$ cat src/hdl/wrps_pkg.sv
// ----------------------------------------------------------------------------
// wrps_pkg: shared types and constants
// Widths, controller state encoding and the command/status bundles that
// join the controller and the datapath of the weighted path selector.
// ----------------------------------------------------------------------------
package wrps_pkg;

  localparam int MAX_PATHS    = 16;
  localparam int WEIGHT_SCALE = 1000;

  localparam int IDX_W   = $clog2(MAX_PATHS);
  localparam int CNT_W   = 5;                 // path_count register width
  localparam int PORT_W  = 16;
  localparam int RTT_W   = 16;
  localparam int LOSS_W  = 17;
  localparam int DRAW_W  = 16;
  localparam int W_W     = 10;
  localparam int TOT_W   = W_W + IDX_W;       // sum of all weights
  localparam int NUM_W   = LOSS_W + W_W;      // WEIGHT_SCALE * (1 - loss)
  localparam int DEN_W   = RTT_W + 1;         // rtt + 1
  localparam int DCNT_W  = $clog2(W_W);
  localparam int PROD_W  = DRAW_W + TOT_W;

  localparam logic [LOSS_W-1:0] ONE_Q16    = LOSS_W'(65536);
  localparam logic [W_W-1:0]    RESET_W    = W_W'(WEIGHT_SCALE / 51);
  localparam logic [CNT_W-1:0]  MAX_CNT    = CNT_W'(MAX_PATHS);
  localparam logic [DCNT_W-1:0] DIV_LAST   = DCNT_W'(W_W - 1);

  localparam logic OP_UPDATE = 1'b0;
  localparam logic OP_SELECT = 1'b1;

  typedef enum logic [2:0] {
    ST_IDLE,
    ST_UPD_MUL,
    ST_UPD_DIV,
    ST_UPD_FIN,
    ST_SEL_EMPTY,
    ST_SEL_SUM,
    ST_SEL_SCALE,
    ST_SEL_WALK
  } state_t;

  typedef struct packed {
    logic load;       // capture input beat, clear accumulators
    logic mul;        // scale (1 - loss), seed divider
    logic div_step;   // one quotient bit
    logic upd_fin;    // write table, post update result
    logic sel_empty;  // post no-paths result
    logic sum_step;   // add one weight into total
    logic scale;      // r = ((draw * total) >> 16) + 1
    logic walk_step;  // add one weight into running sum, test against r
  } cmd_t;

  typedef struct packed {
    logic n_zero;
    logic div_last;
    logic sum_last;
    logic walk_done;
  } sts_t;

endpackage

$ cat src/hdl/wrps_ctrl.sv
// ----------------------------------------------------------------------------
// wrps_ctrl: sequencing controller
// Steps the datapath through the update (multiply, divide, write) and the
// select (sum, scale, walk) sequences.
// ----------------------------------------------------------------------------
module wrps_ctrl (
  input  logic          clk,
  input  logic          rst_n,
  input  logic          start,
  input  logic          in_op,
  input  wrps_pkg::sts_t sts,
  output wrps_pkg::cmd_t cmd,
  output logic          busy
);
  import wrps_pkg::*;

  state_t state_r, state_nxt;

  always_ff @(posedge clk) begin
    if (!rst_n) begin
      state_r <= ST_IDLE;
    end else begin
      state_r <= state_nxt;
    end
  end

  always_comb begin
    state_nxt = state_r;
    case (state_r)
      ST_IDLE: begin
        if (start) begin
          if (in_op == OP_UPDATE) state_nxt = ST_UPD_MUL;
          else if (sts.n_zero)    state_nxt = ST_SEL_EMPTY;
          else                    state_nxt = ST_SEL_SUM;
        end
      end
      ST_UPD_MUL:   state_nxt = ST_UPD_DIV;
      ST_UPD_DIV:   if (sts.div_last) state_nxt = ST_UPD_FIN;
      ST_UPD_FIN:   state_nxt = ST_IDLE;
      ST_SEL_EMPTY: state_nxt = ST_IDLE;
      ST_SEL_SUM:   if (sts.sum_last) state_nxt = ST_SEL_SCALE;
      ST_SEL_SCALE: state_nxt = ST_SEL_WALK;
      ST_SEL_WALK:  if (sts.walk_done) state_nxt = ST_IDLE;
      default:      state_nxt = ST_IDLE;
    endcase
  end

  always_comb begin
    cmd  = '0;
    busy = 1'b1;
    case (state_r)
      ST_IDLE: begin
        busy     = 1'b0;
        cmd.load = start;
      end
      ST_UPD_MUL:   cmd.mul       = 1'b1;
      ST_UPD_DIV:   cmd.div_step  = 1'b1;
      ST_UPD_FIN:   cmd.upd_fin   = 1'b1;
      ST_SEL_EMPTY: cmd.sel_empty = 1'b1;
      ST_SEL_SUM:   cmd.sum_step  = 1'b1;
      ST_SEL_SCALE: cmd.scale     = 1'b1;
      ST_SEL_WALK:  cmd.walk_step = 1'b1;
      default:      busy          = 1'b1;
    endcase
  end

endmodule

$ cat src/hdl/wrps_dp.sv
// ----------------------------------------------------------------------------
// wrps_dp: selector datapath
// Path tables, path_count register, weight multiplier and radix-2 divider,
// weight accumulator, draw scaler and the result registers.
// ----------------------------------------------------------------------------
module wrps_dp (
  input  logic                           clk,
  input  logic                           rst_n,
  input  wrps_pkg::cmd_t                 cmd,
  output wrps_pkg::sts_t                 sts,
  input  logic                           cfg_we,
  input  logic [wrps_pkg::CNT_W-1:0]     cfg_data,
  input  logic                           in_op,
  input  logic [wrps_pkg::IDX_W-1:0]     in_path_index,
  input  logic [wrps_pkg::PORT_W-1:0]    in_port,
  input  logic [wrps_pkg::RTT_W-1:0]     in_rtt_ms,
  input  logic [wrps_pkg::LOSS_W-1:0]    in_loss_fraction,
  input  logic [wrps_pkg::DRAW_W-1:0]    in_rand_draw,
  output logic                           out_valid,
  output logic                           out_kind,
  output logic [wrps_pkg::IDX_W-1:0]     out_chosen_index,
  output logic [wrps_pkg::PORT_W-1:0]    out_chosen_port,
  output logic [wrps_pkg::W_W-1:0]       out_path_weight,
  output logic                           out_no_paths
);
  import wrps_pkg::*;

  logic [CNT_W-1:0]  path_count_r;
  logic [PORT_W-1:0] port_tab_r   [MAX_PATHS];
  logic [W_W-1:0]    weight_tab_r [MAX_PATHS];

  // captured beat
  logic              op_r;
  logic [IDX_W-1:0]  idx_r;
  logic [PORT_W-1:0] port_r;
  logic [DEN_W-1:0]  den_r;
  logic [LOSS_W-1:0] loss_r;
  logic [DRAW_W-1:0] draw_r;

  // divider
  logic [W_W-1:0]    quo_r;
  logic [DEN_W-1:0]  rem_r;
  logic [DCNT_W-1:0] dcnt_r;

  // select walk
  logic [IDX_W-1:0]  cnt_r;
  logic [TOT_W-1:0]  total_r;
  logic [TOT_W-1:0]  run_r;
  logic [TOT_W-1:0]  thr_r;

  logic              out_valid_r;
  logic              out_kind_r;
  logic [IDX_W-1:0]  out_idx_r;
  logic [PORT_W-1:0] out_port_r;
  logic [W_W-1:0]    out_w_r;
  logic              out_np_r;

  logic [CNT_W-1:0]  n_eff;
  logic              cnt_last;
  logic [W_W-1:0]    w_cur;
  logic [PORT_W-1:0] port_cur;
  logic [LOSS_W-1:0] loss_clamp;
  logic [NUM_W-1:0]  num_prod;
  logic [DEN_W:0]    rem_sh;
  logic              q_bit;
  logic [DEN_W:0]    rem_sub;
  logic [W_W-1:0]    w_new;
  logic [TOT_W-1:0]  run_nxt;
  logic              hit;
  logic [PROD_W-1:0] draw_prod;

  assign n_eff    = (path_count_r > MAX_CNT) ? MAX_CNT : path_count_r;
  assign cnt_last = (CNT_W'(cnt_r) + CNT_W'(1)) == n_eff;
  assign w_cur    = weight_tab_r[cnt_r];
  assign port_cur = port_tab_r[cnt_r];

  // floor(S*(1-L)/((rtt+1)*2^16)) == floor(floor(S*(1-L)/2^16)/(rtt+1))
  assign loss_clamp = (loss_r > ONE_Q16) ? ONE_Q16 : loss_r;
  assign num_prod   = NUM_W'(ONE_Q16 - loss_clamp) * NUM_W'(WEIGHT_SCALE);

  assign rem_sh  = {rem_r, quo_r[W_W-1]};
  assign q_bit   = rem_sh >= {1'b0, den_r};
  assign rem_sub = rem_sh - {1'b0, den_r};
  assign w_new   = (quo_r == '0) ? W_W'(1) : quo_r;

  assign run_nxt   = run_r + TOT_W'(w_cur);
  assign hit       = thr_r <= run_nxt;
  assign draw_prod = PROD_W'(draw_r) * PROD_W'(total_r);

  assign sts.n_zero    = (n_eff == '0);
  assign sts.div_last  = (dcnt_r == DIV_LAST);
  assign sts.sum_last  = cnt_last;
  assign sts.walk_done = hit || cnt_last;

  always_ff @(posedge clk) begin
    if (!rst_n) begin
      path_count_r <= '0;
    end else if (cfg_we) begin
      path_count_r <= cfg_data;
    end
  end

  always_ff @(posedge clk) begin
    if (!rst_n) begin
      for (int i = 0; i < MAX_PATHS; i++) begin
        port_tab_r[i]   <= '0;
        weight_tab_r[i] <= RESET_W;
      end
    end else if (cmd.upd_fin) begin
      port_tab_r[idx_r]   <= port_r;
      weight_tab_r[idx_r] <= w_new;
    end
  end

  always_ff @(posedge clk) begin
    if (cmd.load) begin
      op_r    <= in_op;
      idx_r   <= in_path_index;
      port_r  <= in_port;
      den_r   <= DEN_W'(in_rtt_ms) + DEN_W'(1);
      loss_r  <= in_loss_fraction;
      draw_r  <= in_rand_draw;
      cnt_r   <= '0;
      total_r <= '0;
      run_r   <= '0;
    end
    if (cmd.mul) begin
      // drop the 16 fraction bits; the integer part is at most WEIGHT_SCALE
      quo_r  <= num_prod[LOSS_W-1 +: W_W];
      rem_r  <= '0;
      dcnt_r <= '0;
    end
    if (cmd.div_step) begin
      rem_r  <= q_bit ? rem_sub[DEN_W-1:0] : rem_sh[DEN_W-1:0];
      quo_r  <= {quo_r[W_W-2:0], q_bit};
      dcnt_r <= dcnt_r + DCNT_W'(1);
    end
    if (cmd.sum_step) begin
      total_r <= total_r + TOT_W'(w_cur);
      cnt_r   <= cnt_last ? '0 : cnt_r + IDX_W'(1);
    end
    if (cmd.scale) begin
      thr_r <= draw_prod[PROD_W-1 -: TOT_W] + TOT_W'(1);
    end
    if (cmd.walk_step) begin
      run_r <= run_nxt;
      cnt_r <= cnt_r + IDX_W'(1);
    end
  end

  // result beat: one-cycle strobe
  always_ff @(posedge clk) begin
    if (!rst_n) begin
      out_valid_r <= 1'b0;
    end else begin
      out_valid_r <= cmd.upd_fin || cmd.sel_empty || (cmd.walk_step && sts.walk_done);
    end
  end

  always_ff @(posedge clk) begin
    if (cmd.upd_fin) begin
      out_kind_r <= OP_UPDATE;
      out_idx_r  <= idx_r;
      out_port_r <= port_r;
      out_w_r    <= w_new;
      out_np_r   <= 1'b0;
    end else if (cmd.sel_empty) begin
      out_kind_r <= OP_SELECT;
      out_idx_r  <= '0;
      out_port_r <= '0;
      out_w_r    <= '0;
      out_np_r   <= 1'b1;
    end else if (cmd.walk_step && sts.walk_done) begin
      out_kind_r <= op_r;
      out_idx_r  <= cnt_r;
      out_port_r <= port_cur;
      out_w_r    <= w_cur;
      out_np_r   <= 1'b0;
    end
  end

  assign out_valid        = out_valid_r;
  assign out_kind         = out_kind_r;
  assign out_chosen_index = out_idx_r;
  assign out_chosen_port  = out_port_r;
  assign out_path_weight  = out_w_r;
  assign out_no_paths     = out_np_r;

endmodule

$ cat src/hdl/weighted_random_path_selector_unit.sv
// ----------------------------------------------------------------------------
// weighted_random_path_selector_unit: weighted random path choice
// Keeps per-path port and weight; updates weights from rtt/loss and picks
// a path for a random draw in proportion to the weights.
// ----------------------------------------------------------------------------
// Usage:
//   Input beat: raise start with the in_* fields; it is taken on a clock
//   edge where busy is low. busy stays high until the result is posted.
//   Result beat: out_valid is high for one cycle with out_* fields; the
//   receiver must take it then, there is no backpressure.
//   cfg_valid/cfg_data write path_count (cfg_ready is always high); write
//   it only while the block is idle.
//   Sequence, start accept to out_valid:
//     update: multiply, 10 divider steps, table write
//     select, no paths in use: no-paths result, no table sweep
//     select: sum over the n paths in use, draw scaling, then k = 1..n
//     walk steps; the two table sweeps take the most time.
//   A new start is taken the cycle the result is shown.
//   Reset: path_count 0, all ports 0, all weights 19.
// ----------------------------------------------------------------------------
module weighted_random_path_selector_unit (
  input  logic                           clk,
  input  logic                           rst_n,
  input  logic                           start,
  output logic                           busy,
  input  logic                           in_op,
  input  logic [wrps_pkg::IDX_W-1:0]     in_path_index,
  input  logic [wrps_pkg::PORT_W-1:0]    in_port,
  input  logic [wrps_pkg::RTT_W-1:0]     in_rtt_ms,
  input  logic [wrps_pkg::LOSS_W-1:0]    in_loss_fraction,
  input  logic [wrps_pkg::DRAW_W-1:0]    in_rand_draw,
  input  logic                           cfg_valid,
  output logic                           cfg_ready,
  input  logic [wrps_pkg::CNT_W-1:0]     cfg_data,
  output logic                           out_valid,
  output logic                           out_kind,
  output logic [wrps_pkg::IDX_W-1:0]     out_chosen_index,
  output logic [wrps_pkg::PORT_W-1:0]    out_chosen_port,
  output logic [wrps_pkg::W_W-1:0]       out_path_weight,
  output logic                           out_no_paths
);
  import wrps_pkg::*;

  cmd_t cmd;
  sts_t sts;
  logic start_ok;

  assign cfg_ready = 1'b1;
  assign start_ok  = start && !busy;

  wrps_ctrl u_ctrl (
    .clk   (clk),
    .rst_n (rst_n),
    .start (start_ok),
    .in_op (in_op),
    .sts   (sts),
    .cmd   (cmd),
    .busy  (busy)
  );

  wrps_dp u_dp (
    .clk              (clk),
    .rst_n            (rst_n),
    .cmd              (cmd),
    .sts              (sts),
    .cfg_we           (cfg_valid && cfg_ready),
    .cfg_data         (cfg_data),
    .in_op            (in_op),
    .in_path_index    (in_path_index),
    .in_port          (in_port),
    .in_rtt_ms        (in_rtt_ms),
    .in_loss_fraction (in_loss_fraction),
    .in_rand_draw     (in_rand_draw),
    .out_valid        (out_valid),
    .out_kind         (out_kind),
    .out_chosen_index (out_chosen_index),
    .out_chosen_port  (out_chosen_port),
    .out_path_weight  (out_path_weight),
    .out_no_paths     (out_no_paths)
  );

`ifndef SYNTHESIS
  a_accept_busy: assert property (@(posedge clk) disable iff (!rst_n)
    start_ok |=> busy) else $error("busy not raised after accepted beat");
  a_single_strobe: assert property (@(posedge clk) disable iff (!rst_n)
    out_valid |=> !out_valid) else $error("result strobe longer than one cycle");
  a_nopaths_kind: assert property (@(posedge clk) disable iff (!rst_n)
    (out_valid && out_no_paths) |-> out_kind) else $error("no_paths on update result");
  a_weight_nonzero: assert property (@(posedge clk) disable iff (!rst_n)
    (out_valid && !out_no_paths) |-> (out_path_weight != '0))
    else $error("zero weight in result");
`endif

endmodule
$ cat config.mk
export PLATFORM = sky130hd
export DESIGN_NAME = weighted_random_path_selector_unit
export DESIGN_NICKNAME = d
export VERILOG_FILES = /design/src/hdl/wrps_pkg.sv /design/src/hdl/wrps_ctrl.sv /design/src/hdl/wrps_dp.sv /design/src/hdl/weighted_random_path_selector_unit.sv
export SDC_FILE = /design/constraint.sdc
export NUM_CORES = 2
export LEC_CHECK = 0
export BUFFER_PORTS_ARGS = -buffer_cell sky130_fd_sc_hd__buf_2
export CAP_MARGIN = 10
export CORE_MARGIN = 2
export CORE_UTILIZATION = 33
export CTS_CLUSTER_DIAMETER = 40
export DETAILED_ROUTE_END_ITERATION = 10
export RECOVER_POWER = 25
export SYNTH_ARGS = -nofsm -noshare
export SYNTH_HDL_FRONTEND = slang
export SYNTH_SLANG_ARGS = --single-unit
export TNS_END_PERCENT = 20
$ cat constraint.sdc
create_clock -name clk -period 22.6 [get_ports clk]
set_clock_uncertainty 0.05 [all_clocks]
set_input_delay 2.26 -clock clk [delete_from_list [all_inputs] [get_ports clk]]
set_output_delay 2.26 -clock clk [all_outputs]
set_load 0.05 [all_outputs]
==> Word-level counts from Yosys, hierarchy flattened <==
Memory sizes are Yosys's and may differ from the RTL's. A register that Yosys moved wholly into a read port is not among the register bits.
Cells that the tools add are included.
{ "word_totals": {"reg_bits": 189, "ramBits": 416, "in_bits": 79, "out_inout_bits": 35, "word_cells": 127, "memories": 2} }
{ "classes": {"n_addsub": 9, "multipliers": 2, "n_lt_le_gt_ge": 4, "n_eq_ne": 13, "n_mux": 58, "reduce_logical": 18} }
{ "memory_table": {"columns": ["memory", "words", "width", "read_ports", "rd_clocked_by_memory_dff", "wr", "line_no", "source"], "rows": [
  ["u_dp.port_tab_r", 16, 16, 1, 1, 16, "wrps_dp.sv:29", "logic [PORT_W-1:0] port_tab_r [MAX_PATHS];"],
  ["u_dp.weight_tab_r", 16, 10, 1, 1, 16, "wrps_dp.sv:30", "logic [W_W-1:0] weight_tab_r [MAX_PATHS];"]
]} }
{ "ops": {"columns": ["operator", "count"], "rows": [
  ["10-bit 2-to-1 mux", 7],
  ["17-bit 2-to-1 mux", 4],
  ["16-bit 2-to-1 mux", 4],
  ["4-bit 2-to-1 mux", 13],
  ["14-bit 2-to-1 mux", 3],
  ["16-bit by 14-bit multiplier with 30-bit output", 1],
  ["14-bit by 10-bit adder with 14-bit output", 2],
  ["27-bit by 7-bit multiplier with 23-bit output, second input constant", 1],
  ["3-bit case mux with 7 select lines", 1],
  ["1-bit 2-to-1 mux", 20],
  ["18-bit by 17-bit greater-or-equal comparator with 1-bit output", 1],
  ["17-bit by 17-bit subtractor with 18-bit output, first input constant", 1],
  ["16-bit by 1-bit adder with 17-bit output, second input constant", 1],
  ["17-bit > comparator, second input constant", 1],
  ["17-bit subtractor", 1],
  ["16-bit OR reduction", 1],
  ["3-bit 2-to-1 mux", 5],
  ["14-bit by 1-bit adder with 14-bit output, second input constant", 1],
  ["14-bit less-or-equal comparator", 1],
  ["3-bit == test, second input constant", 4],
  ["10-bit zero test", 1],
  ["10-bit OR reduction", 1],
  ["4-bit by 1-bit adder with 4-bit output, second input constant", 2],
  ["2-bit nonzero test", 4],
  ["other kinds (16)", 23]
]} }

==> Depth between registers and ports, before layout <==
{ "logic_depth": {"ltp_word": 8, "depth_mapped": 28, "depth_no_buf": 28} }

==> Modules after synthesis <==
Synthesis repeated with hierarchy kept, for this count alone.
{ "unflattened": {"cells_unflattened": 3067, "area_unflattened_um2": 38295.5} }
{ "modules_own_cells": {"columns": ["module", "n_inst", "cells_per_inst", "area_per_inst_um2", "seq_area_each_um2"], "rows": [
  ["wrps_dp", 1, 3020, 37886.3, 18077.3],
  ["wrps_ctrl", 1, 44, 384.1, 60.1],
  ["weighted_random_path_selector_unit", 1, 3, 25.0, 0.0]
]} }

==> Worst setup path before layout <==
Ideal clock, no wire load.
{ "synth_path": {"path_kind": "flip-flop to flip-flop", "start": "register u_dp.total_r[10]", "end": "register u_dp.thr_r[13], data pin", "setup_ns": 0.260, "arrival_time_ns": 7.164, "required_ns": 22.290, "path_slack_ns": 15.127, "stages_incl_launch_ff": 26, "n_path_buf": 2, "period_less_slack_ns": 7.473, "cell_sequence": "edfxtp_1 > clkbuf_1 > clkbuf_1 > nand2_1 > fa_1 > inv_1 > fa_1 > fa_1 > fa_1 > fa_1 > inv_1 > fa_1 > inv_1 > ha_1 > a211oi_2 > nor2_1 > nor3_2 > a31oi_4 > a31oi_4 > xnor2_2 > or4b_4 > or4_4 > or3b_1 > maj3_2 > o21ai_2 > xnor2_1"} }
{ "synth_between": {"elab_chain_cells": 2} }
{ "synth_lines": {"columns": ["item", "line_no", "source"], "rows": [
  ["start, declared", "wrps_dp.sv:47", "logic [TOT_W-1:0] total_r;"],
  ["start signal, assigned", "wrps_dp.sv:139", "total_r <= total_r + TOT_W'(w_cur);"],
  ["16-bit by 14-bit multiplier with 30-bit output", "wrps_dp.sv:88", "assign draw_prod = PROD_W'(draw_r) * PROD_W'(total_r);"],
  ["14-bit by 1-bit adder with 14-bit output", "wrps_dp.sv:143", "thr_r <= draw_prod[PROD_W-1 -: TOT_W] + TOT_W'(1);"],
  ["end signal, assigned", "wrps_dp.sv:143", null],
  ["end, declared", "wrps_dp.sv:49", "logic [TOT_W-1:0] thr_r;"]
]} }
No other way between the ends.
A chain may end at the register's enable or synchronous reset.

==> results_dict.tcl <==
set metrics [dict create \
    clock_latency_ns 0.70 \
    setup_viol_count_final 0 \
    wl_per_cell_um 20.0 \
    die_x_um 343 \
    async_reset_ff_share_pct 0 \
    num-fill-cells 10738 \
    drt_iter0_markers 1816 \
    final-max-slew-violation-count 262 \
    die_h_um 343 \
    synthCells 3016 \
    overflow 0 \
    end_kind "flop" \
    slew_headroom_pct -106 \
    ys_seq_area_share_pct 48.0 \
    viasPerCell 4.90 \
    initial_core_util_pct 33.2 \
    final_common_cell "edfxtp_1" \
    syn2layout_area_growth_pct 15.3 \
    drc 0 \
    antenna_found_initial 4 \
    ys.flop_type "edfxtp_1" \
    dieArea_mm2 0.117 \
    whs_path_depth 2 \
    clock_path_buffers 3 \
    clk_pin_slew_worst_paths_ns 0.06 \
    vias 23065 \
    hp-class "flop to flop" \
    setup_tns_ns 0 \
    tightest_slew_ns 3.09 \
    num_io_pins 114 \
    dp_hpwl_um 62200 \
    gr-usage-all-layers_pct 16.3 \
    critPathMaxFanout 35 \
    synth_seq_cells 609 \
    grt_pass1_wl_um 145000 \
    timing.fmax_ghz 0.0949 \
    cts.repair.resized 0 \
    run_status "finished with violations" \
    violations "max-capacitance violations, max-slew violations" \
    wl_um 94200 \
    start_kind "flop" \
    diodes 0 \
    netlist_area_mm2 0.0378 \
    row_count 124 \
    synth_edf_count 594 \
    cp.required_ns 22.85 \
    cts.sinks 609 \
    cts_tree "built" \
    post-cts-setup-buffer-count 0 \
    drt-pass1-iter-count 5 \
    grt_pass1_vias 23835 \
    hold_violations 0 \
    numPlacedInstances 4528 \
    crit-reg2reg-capture "u_dp.out_chosen_port[13]" \
    min_from "u_dp.path_count_r[3]" \
    grt_start_max_net_pins 65 \
    stdcell_count 4710 \
    drive_gt1_share_pct 14.4 \
    numCtsBuffers 97 \
    ys_warn_count 0 \
    fin_crit_sh_pct 46.6 \
    finalNetCount 3600 \
    root_buffer "clkbuf_16" \
    worstHoldEndpoint "u_dp.path_count_r[3]" \
    period_minus_slack_ns 10.54 \
    grt_setup_unrepaired "false" \
    final_cell_mix "594 x edfxtp_1, 439 x and2_1, 314 x inv_1" \
    yosys.cell_types.count 70 \
    max-cap-violations 10 \
    ctsHoldBuffers 0 \
    syn_avg_cell_area_um2 12.5 \
    worstSetupPathType "flop to flop" \
    ff2ff_setup_slack_ns 12.06 \
    core-area_mm2 0.114 \
    postRouteAntennaNets 0 \
    cp.arrival_ns 10.79 \
    reg2regPathDepth 24 \
    io_buffers 112 \
    cts_htree_levels 3 \
    globalplace.congestion 0.833 \
]
## layer usage
| metal | wire, um | track usage (%) |
|---|---|---|
| met3 | 6350 | 3.53 |
| met2 | 44300 | 26.4 |
| met4 | 2120 | 4.05 |
| met1 | 41500 | 22.2 |
| met5 | 0 | 0 |
## cell usage after synthesis (28+ instances only)
master | number | area, um2
a21oi_1 | 58 | 290
a22o_1 | 28 | 245
and2_1 | 452 | 2830
clkbuf_1 | 146 | 548
edfxtp_1 | 594 | 17800
fa_1 | 216 | 4320
ha_1 | 190 | 2380
inv_1 | 315 | 1180
mux4_2 | 130 | 2930
nand2_1 | 227 | 852
nor2_1 | 129 | 484
nor3_1 | 41 | 205
o21ai_0 | 61 | 305
or3_1 | 32 | 200
xnor2_1 | 77 | 674
xor2_1 | 34 | 298
## worst max path at each step
stage,startpoint,to,slack [ns]
final,flop,u_dp.out_chosen_port[13],12.06
after global routing,flop,u_dp.out_chosen_port[13],10.93
after CTS,u_dp.total_r[2],u_dp.thr_r[13],14.29
after detailed placement,u_dp.total_r[2],u_dp.thr_r[13],14.35
after global placement,u_dp.total_r[2],u_dp.thr_r[13],14.46
after floorplan,u_dp.total_r[10],u_dp.thr_r[13],15.13
## registers in the layout, summed over array words and instances (netlist names), named ones only
signal and cells:
u_ctrl.state_r 3, u_dp.cnt_r 4, u_dp.dcnt_r 4, u_dp.den_r 17
u_dp.draw_r 16, u_dp.idx_r 4, u_dp.loss_r 17, u_dp.op_r 1
u_dp.out_chosen_index 4, u_dp.out_chosen_port 16, u_dp.out_kind 1, u_dp.out_no_paths 1
u_dp.out_path_weight 10, u_dp.out_valid 1, u_dp.path_count_r 5, u_dp.port_r 16
u_dp.port_tab_r 256, u_dp.quo_r 10, u_dp.rem_r 17, u_dp.run_r 14
u_dp.thr_r 14, u_dp.total_r 14, u_dp.weight_tab_r 160
## metrics by stage
step	setup WS [ns]	utilization, %	area [um2]	hold WS [ns]
3_5_place_dp	14.35	35.3	40300	0.489
6_report	12.06	38.2	43600	0.491
3_3_place_gp	14.46	35.3	40300	0.466
2_1_floorplan	15.13	-	37800	0.435
4_1_cts	14.29	38.4	43700	0.497
5_1_grt	10.93	38.2	43600	0.542
## cells by family (layout without fill, tap and decap cells)
group | count (synthesis) | in the layout | synth area share (%)
AOI/OAI and AO/OA | 245 | 245 | 4.29
xor gates and xnor gates | 112 | 112 | 2.61
adders and majority gates | 408 | 408 | 17.8
buffers and inverters | 481 | 657 | 4.78
DFF | 609 | 609 | 48.0
muxes | 153 | 153 | 8.35
other | 2 | 8 | 0.0199
and+or+nand+nor | 1006 | 1006 | 14.2
## layout make-up
cell class	count	area, um2	share of cell area (%)
Timing Repair Buffer	156	823	1.89
Clock buffer	107	2460	5.65
Tap cell	1512	1890	4.34
Inverter	319	1200	2.75
Multi-Input combinational cell	1932	18100	41.4
Clock inverter	75	1010	2.31
Sequential cell	609	18100	41.6
## critical path, cell delays in order (launching register included)
cell and delay (ns):
dfxtp_1 1.48, clkbuf_1 2.27, mux4_2 0.72, mux4_2 0.55
ha_1 0.25, fa_1 0.43, a21o_1 0.17, a21oi_1 0.25
o21bai_1 0.10, a21oi_1 0.23, nor2b_1 0.07, o21a_1 0.17
o21ai_0 0.23, nand2b_1 0.10, a21oi_1 0.23, xor2_1 0.24
ha_1 0.29, nor2b_1 0.14, o21ai_0 0.15, nand2b_1 0.08
a21oi_1 0.14, nor2b_1 0.05, o311ai_0 0.73, nand3_1 0.22
nand2_2 0.75
Power is left out: the tool's default activity adds up to more than one toggle a clock period on the data nets, which glitch-free logic cannot reach.
